[src/pqmf_pkg.sv]
// pqmf_pkg: shared constants, codes and types for the min-first priority queue
// used by the queue cells, the top level and the port checker
package pqmf_pkg;

  localparam int DEPTH  = 32;
  localparam int CNT_W  = $clog2(DEPTH + 1);
  localparam int VAL_W  = 32;
  localparam int PRI_W  = 16;
  localparam int CAP_W  = 6;
  localparam int OCC_W  = 6;
  localparam int STAT_W = 2;

  localparam logic [CAP_W-1:0] CAP_RESET = CAP_W'(32);

  // request kinds
  localparam logic KIND_ENQ = 1'b0;
  localparam logic KIND_DEQ = 1'b1;

  // result status codes
  localparam logic [STAT_W-1:0] ST_ENQUEUED  = 2'd0;
  localparam logic [STAT_W-1:0] ST_OVERFLOW  = 2'd1;
  localparam logic [STAT_W-1:0] ST_DEQUEUED  = 2'd2;
  localparam logic [STAT_W-1:0] ST_UNDERFLOW = 2'd3;

  // cell operations
  localparam logic [1:0] CELL_HOLD   = 2'd0;
  localparam logic [1:0] CELL_INSERT = 2'd1;
  localparam logic [1:0] CELL_REMOVE = 2'd2;

  typedef struct packed {
    logic                    valid;
    logic signed [VAL_W-1:0] value;
    logic        [PRI_W-1:0] prio;
  } entry_t;

  typedef struct packed {
    logic        [1:0]       op;
    logic signed [VAL_W-1:0] value;
    logic        [PRI_W-1:0] prio;
  } cell_ctrl_t;

endpackage

[src/priority_queue_min_first_unit.sv]
// priority_queue_min_first_unit: top level of the min-first priority queue
// depends on pqmf_pkg and pqmf_cell
//
// Bounded priority queue held as a row of DEPTH sorted cells (32 entries).
// Every cell compares its own priority with the incoming one, so an enqueue
// drops into place and a dequeue pulls the whole row one slot toward the
// head. A request is taken every cycle while the result side keeps up; its
// result shows up on the out_ channel in the cycle after the input transfer
// and sits in an output register. While that result waits, in_stall is high
// (it only rises when the output register is full and out_stall is high),
// and the next request is taken in the same cycle the waiting result
// transfers out. Smaller priority numbers leave first, and equal priorities
// leave in arrival order.
// Enqueue on a full queue (occupancy at capacity, or at DEPTH) reports
// overflow, dequeue on an empty one reports underflow; neither changes the
// contents. Capacity is written through the cfg_ port, which is always ready,
// and should only change while no request is in flight.
module priority_queue_min_first_unit (
  input  logic                                    clk,
  input  logic                                    rst_n,
  // request channel
  input  logic                                    in_valid,
  output logic                                    in_stall,
  input  logic                                    in_kind,
  input  logic signed [pqmf_pkg::VAL_W-1:0]       in_item_value,
  input  logic        [pqmf_pkg::PRI_W-1:0]       in_item_priority,
  // result channel
  output logic                                    out_valid,
  input  logic                                    out_stall,
  output logic        [pqmf_pkg::STAT_W-1:0]      out_status,
  output logic signed [pqmf_pkg::VAL_W-1:0]       out_value,
  output logic        [pqmf_pkg::PRI_W-1:0]       out_priority,
  output logic        [pqmf_pkg::OCC_W-1:0]       out_occupancy,
  // capacity register write
  input  logic                                    cfg_valid,
  output logic                                    cfg_ready,
  input  logic        [pqmf_pkg::CAP_W-1:0]       cfg_data
);
  import pqmf_pkg::*;

  logic [CAP_W-1:0]  cap_r;
  logic [CNT_W-1:0]  count_r, count_nxt;

  logic              out_valid_r, out_valid_nxt;
  logic [STAT_W-1:0] status_r, status_nxt;
  logic signed [VAL_W-1:0] value_r, value_nxt;
  logic [PRI_W-1:0]  prio_r, prio_nxt;
  logic [OCC_W-1:0]  occ_r, occ_nxt;

  logic              in_xfer;
  logic              out_xfer;
  logic              full;
  cell_ctrl_t        ctrl;

  entry_t            cell_entry [DEPTH];
  logic              cell_gt    [DEPTH];

  // output register frees up when empty or being drained this cycle
  assign in_stall  = out_valid_r && out_stall;
  assign in_xfer   = in_valid && !in_stall;
  assign out_xfer  = out_valid_r && !out_stall;
  assign cfg_ready = 1'b1;

  // full at the configured capacity or at the physical depth
  assign full = (int'(count_r) >= int'(cap_r)) || (int'(count_r) >= DEPTH);

  // decode request into a chain-wide operation and result fields
  always_comb begin
    ctrl.op    = CELL_HOLD;
    ctrl.value = in_item_value;
    ctrl.prio  = in_item_priority;
    count_nxt  = count_r;
    status_nxt = status_r;
    value_nxt  = value_r;
    prio_nxt   = prio_r;
    if (in_xfer) begin
      value_nxt = '0;
      prio_nxt  = '0;
      if (in_kind == KIND_ENQ) begin
        if (full) begin
          status_nxt = ST_OVERFLOW;
        end else begin
          ctrl.op    = CELL_INSERT;
          count_nxt  = count_r + CNT_W'(1);
          status_nxt = ST_ENQUEUED;
        end
      end else begin
        if (!cell_entry[0].valid) begin
          status_nxt = ST_UNDERFLOW;
        end else begin
          ctrl.op    = CELL_REMOVE;
          count_nxt  = count_r - CNT_W'(1);
          status_nxt = ST_DEQUEUED;
          value_nxt  = cell_entry[0].value;
          prio_nxt   = cell_entry[0].prio;
        end
      end
    end
    occ_nxt = in_xfer ? OCC_W'(count_nxt) : occ_r;
  end

  // result register valid: set on a request, cleared when taken
  always_comb begin
    out_valid_nxt = out_valid_r;
    if (in_xfer) begin
      out_valid_nxt = 1'b1;
    end else if (out_xfer) begin
      out_valid_nxt = 1'b0;
    end
  end

  // the sorted cell row, head at index 0
  genvar gi;
  generate
    for (gi = 0; gi < DEPTH; gi++) begin : g_cell
      entry_t left_e;
      entry_t right_e;
      logic   left_g;
      if (gi == 0) begin : g_head
        // head sees an always-occupied, never-greater neighbor
        assign left_e.valid = 1'b1;
        assign left_e.value = '0;
        assign left_e.prio  = '0;
        assign left_g       = 1'b0;
      end else begin : g_mid
        assign left_e = cell_entry[gi-1];
        assign left_g = cell_gt[gi-1];
      end
      if (gi == DEPTH - 1) begin : g_tail
        // tail pulls in an empty slot on removal
        assign right_e.valid = 1'b0;
        assign right_e.value = '0;
        assign right_e.prio  = '0;
      end else begin : g_body
        assign right_e = cell_entry[gi+1];
      end
      pqmf_cell u_cell (
        .clk        (clk),
        .rst_n      (rst_n),
        .ctrl       (ctrl),
        .left_entry (left_e),
        .left_gt    (left_g),
        .right_entry(right_e),
        .entry      (cell_entry[gi]),
        .gt         (cell_gt[gi])
      );
    end
  endgenerate

  always_ff @(posedge clk) begin
    if (!rst_n) begin
      cap_r       <= CAP_RESET;
      count_r     <= '0;
      out_valid_r <= 1'b0;
    end else begin
      if (cfg_valid && cfg_ready) begin
        cap_r <= cfg_data;
      end
      count_r     <= count_nxt;
      out_valid_r <= out_valid_nxt;
    end
    status_r <= status_nxt;
    value_r  <= value_nxt;
    prio_r   <= prio_nxt;
    occ_r    <= occ_nxt;
  end

  assign out_valid     = out_valid_r;
  assign out_status    = status_r;
  assign out_value     = value_r;
  assign out_priority  = prio_r;
  assign out_occupancy = occ_r;

endmodule

[src/pqmf_cell.sv]
// pqmf_cell: one slot of the sorted shift chain
// depends on pqmf_pkg for entry and control types
module pqmf_cell (
  input  logic                clk,
  input  logic                rst_n,
  input  pqmf_pkg::cell_ctrl_t ctrl,
  input  pqmf_pkg::entry_t    left_entry,
  input  logic                left_gt,
  input  pqmf_pkg::entry_t    right_entry,
  output pqmf_pkg::entry_t    entry,
  output logic                gt
);
  import pqmf_pkg::*;

  logic                    valid_r, valid_nxt;
  logic signed [VAL_W-1:0] value_r, value_nxt;
  logic        [PRI_W-1:0] prio_r, prio_nxt;
  logic                    ins_here;

  // entry strictly after the new item in sorted order
  assign gt       = valid_r && (prio_r > ctrl.prio);
  // new item lands here: first greater entry, or first free slot
  assign ins_here = gt || (!valid_r && left_entry.valid);

  always_comb begin
    valid_nxt = valid_r;
    value_nxt = value_r;
    prio_nxt  = prio_r;
    unique case (ctrl.op)
      CELL_INSERT: begin
        if (left_gt) begin
          valid_nxt = left_entry.valid;
          value_nxt = left_entry.value;
          prio_nxt  = left_entry.prio;
        end else if (ins_here) begin
          valid_nxt = 1'b1;
          value_nxt = ctrl.value;
          prio_nxt  = ctrl.prio;
        end
      end
      CELL_REMOVE: begin
        valid_nxt = right_entry.valid;
        value_nxt = right_entry.value;
        prio_nxt  = right_entry.prio;
      end
      default: begin
      end
    endcase
  end

  always_ff @(posedge clk) begin
    if (!rst_n) begin
      valid_r <= 1'b0;
    end else begin
      valid_r <= valid_nxt;
    end
    value_r <= value_nxt;
    prio_r  <= prio_nxt;
  end

  assign entry.valid = valid_r;
  assign entry.value = value_r;
  assign entry.prio  = prio_r;

endmodule

[config.mk]
export PLATFORM = sky130hd
export DESIGN_NAME = priority_queue_min_first_unit
export DESIGN_NICKNAME = d
export VERILOG_FILES = /design/src/pqmf_pkg.sv /design/src/priority_queue_min_first_unit.sv /design/src/pqmf_cell.sv
export SDC_FILE = /design/constraint.sdc
export NUM_CORES = 2
export LEC_CHECK = 0
export ABC_CLOCK_PERIOD_IN_PS = 17250
export BUFFER_PORTS_ARGS = -buffer_cell sky130_fd_sc_hd__buf_2
export CAP_MARGIN = 40
export CORE_MARGIN = 10
export CORE_UTILIZATION = 40
export CTS_BUF_LIST = sky130_fd_sc_hd__clkbuf_8
export CTS_CLUSTER_DIAMETER = 150
export DETAILED_ROUTE_END_ITERATION = 8
export GPL_ROUTABILITY_DRIVEN = 0
export PLACE_DENSITY = 0.65
export SLEW_MARGIN = 5
export SYNTH_ARGS = -nofsm -noshare
export SYNTH_HDL_FRONTEND = slang
export SYNTH_HIERARCHICAL = 1
export SYNTH_SLANG_ARGS = --single-unit
export TNS_END_PERCENT = 10
[constraint.sdc]
create_clock -name clk -period 17.25 [get_ports clk]
set_clock_uncertainty 0.2 [all_clocks]
set_input_delay 1.725 -clock clk [delete_from_list [all_inputs] [get_ports clk]]
set_output_delay 1.725 -clock clk [all_outputs]
set_load 0.1 [all_outputs]
==> impl_metrics.csv <==
group,metric,value,unit
sta,hold_viol,0,
setup_path,cp_common_cell,"buf_4",
detailed_routing,wl_met1,133000,µm
die,placementRows,181,
final_layout,area_delta_synth_final,10.7,%
die,die-width,514,µm
sta,period_needed,6050,ps
cts,clock-sinks,1637,
place,io_buffers,117,
detailed_routing,wl_met3,27800,µm
detailed_routing,top_layer,"met4",
cts,cts_tree,"built",
sta,drv_slew,0,
final_layout,layout-drive-gt1-share,0.0968,
place,dp_hpwl,204000,µm
setup_path,cp_cell_sequence,"buf_2 -> buf_4 -> nand2_1 -> nor2_4 -> buf_4 -> buf_4 -> nor2b_4 -> buf_4 -> nor2_1 -> o41ai_4 -> buf_4",
pwr,p_sw,2.54,mW
sta,finalHoldWorstSlack,296,ps
pwr,seqPwrFrac,0.502,
yosys,avgSynthCellArea,10.6,µm²
die,die_h,514,µm
sta,tns,0,ps
grt,grt_usage,0.214,
hold_path,hold_class,"flop to flop",
yosys,synth_area,97500,µm²
grt,antenna_found_initial,4,
sta,finalCritPeriodShare,0.351,
cts,post-cts-setup-buffers,0,
detailed_routing,routed-wl-met2,121000,µm
final_layout,num-nets-final,9916,
outcome,outcome,"completed",
sta,worstMarginPinSlew,974,ps
cts,hold_buffers,0,
pwr,p_leak,35.6,nW
cts,cts-resized-gates,0,
setup_path,arrival,6510,ps
sta,post-route-worst-setup-slack,11200,ps
pwr,powerDensity,86.0,nW/µm²
setup_path,crit_family,"buffers and inverters",
pwr,p_int,6.75,mW
setup_path,path_depth,11,
die,start_util,0.401,
cts,htreeDepth,5,
flow_run,maxCapViolCount,0,
cts,clk_pin_slew,60,ps
setup_path,critPathMaxFanout,99,
hold_path,worstHoldPathCells,2,
detailed_routing,route.detailed.drc,0,
yosys,synth_cells,9213,
detailed_routing,ant_nets,0,
detailed_routing,wl_per_cell,23.2,µm
grt,overflow,0,
sta,rsz0062_at_grt,"no",
detailed_routing,drt-initial-drc-count,8680,
die,die_area,264000,µm²
cts,root_buffer,"clkbuf_8",
setup_path,worstPathRequired,17710,ps
pwr,comb_power_share,0.116,
setup_path,crit_buf_inv,6,
detailed_routing,wl,297000,µm
sta,max_freq,0.165,GHz
grt,grt_pass1_vias,70915,
detailed_routing,vias,72886,
setup_path,path_class,"primary input to flop",
detailed_routing,detail_route.first_pass.iterations,6,
die,core_area,243000,µm²
setup_path,worstSetupStartpointType,"primary input",
detailed_routing,vias_per_cell,5.71,
sta,setup_viol,0,
cts,cts-buffers-inserted,313,
yosys,ys_warn_count,6,
setup_path,r2r_cells,14,
grt,grt_max_degree,100,
setup_path,end_kind,"flop",
grt,grt_pass1_wl,446000,µm
setup_path,cpPeakStageDelay,770,ps
cts,clock_latency,1060,ps
setup_path,slowest_stage,"buf_4",
place,pre_cts_ws,10190,ps
pwr,p_sw_frac,0.274,
pwr,ir_drop,65.8,µV
pwr,p_clk_frac,0.382,
sta,slew_headroom,0.350,
cts,clockBufferDepth,4,
die,ios,119,
per-layer routing:
layer / up-vias / track usage
met5: - / 0
met4: 0 / 0.103
met3: 662 / 0.0381
met2: 3730 / 0.304
met1: 35082 / 0.314
li1: 33412 / -
registers in the layout, indices dropped and copies added, names as in the netlist:
signal	cells
cap_r	6
count_r	6
g_cell.u_cell/prio_r	512
g_cell.u_cell/valid_r	32
g_cell.u_cell/value_r	1024
out_occupancy	6
out_priority	16
out_status	2
out_valid	1
out_value	32
layout make-up:
type | count | area (µm²)
Fill cell | 22624 | 135000
Clock inverter | 207 | 1060
Tap cell | 3202 | 4010
Sequential cell | 1637 | 48700
Clock buffer | 323 | 4450
Antenna cell | 6 | 15.0
Multi-Input combinational cell | 6450 | 44700
Timing Repair Buffer | 299 | 2690
Inverter | 634 | 2380
final timing paths:
path / start / endpoint / slack [ps]
worst max-delay path: in_kind / g_cell[8].u_cell/value_r[15]$_DFFE_PP_ / 11200
worst max register to register: count_r[0]$_SDFF_PN0_ / g_cell[18].u_cell/value_r[17]$_DFFE_PP_ / 11640
worst min-delay path: cap_r[5]$_SDFFE_PN1P_ / cap_r[5]$_SDFFE_PN1P_ / 300
worst min register to register: cap_r[5]$_SDFFE_PN1P_ / cap_r[5]$_SDFFE_PN1P_ / 300
placed cells by master (no fill, tap or decap), types with 58 or more instances in the layout:
master	instances
a21oi_1	315
buf_2	101
buf_4	153
clkbuf_8	323
clkinv_1	58
conb_1	101
edfxtp_1	1592
ha_1	521
inv_1	737
mux2i_1	1545
nand2_1	1640
nand4_1	83
nor2_1	77
o21ai_0	1449
o21ai_1	155
power by group through the flow:
stage | Sequential, mW | Combinational, mW | Clock (mW)
final | 4.67 | 1.08 | 3.54
after global routing | 4.67 | 1.18 | 3.78
after CTS | 4.66 | 1.06 | 3.60
after detailed placement | 4.74 | 1.05 | 0
after global placement | 4.74 | 0.994 | 0
after floorplan | 4.75 | 0.638 | 0
stage by stage:
stage	instances	power, mW	utilization	instance area, µm²
CTS	12752	9.32	0.444	108000
finish	12758	9.29	0.444	108000
detailed placement	12222	5.80	0.422	102000
floorplan	9312	5.39	-	97900
global route	12757	9.63	0.444	108000
global placement	12177	5.74	0.417	101000
worst register-to-register path, delay by kind of cell, from the launching register on:
kind | cells | cell delay, ps
buffers and inverters | 6 | 2770
AOI/OAI and AO/OA | 4 | 1190
DFF | 1 | 450
and+or+nand+nor | 3 | 380
adders and majority gates | 1 | 280
Power figures use the tool's default switching activity.
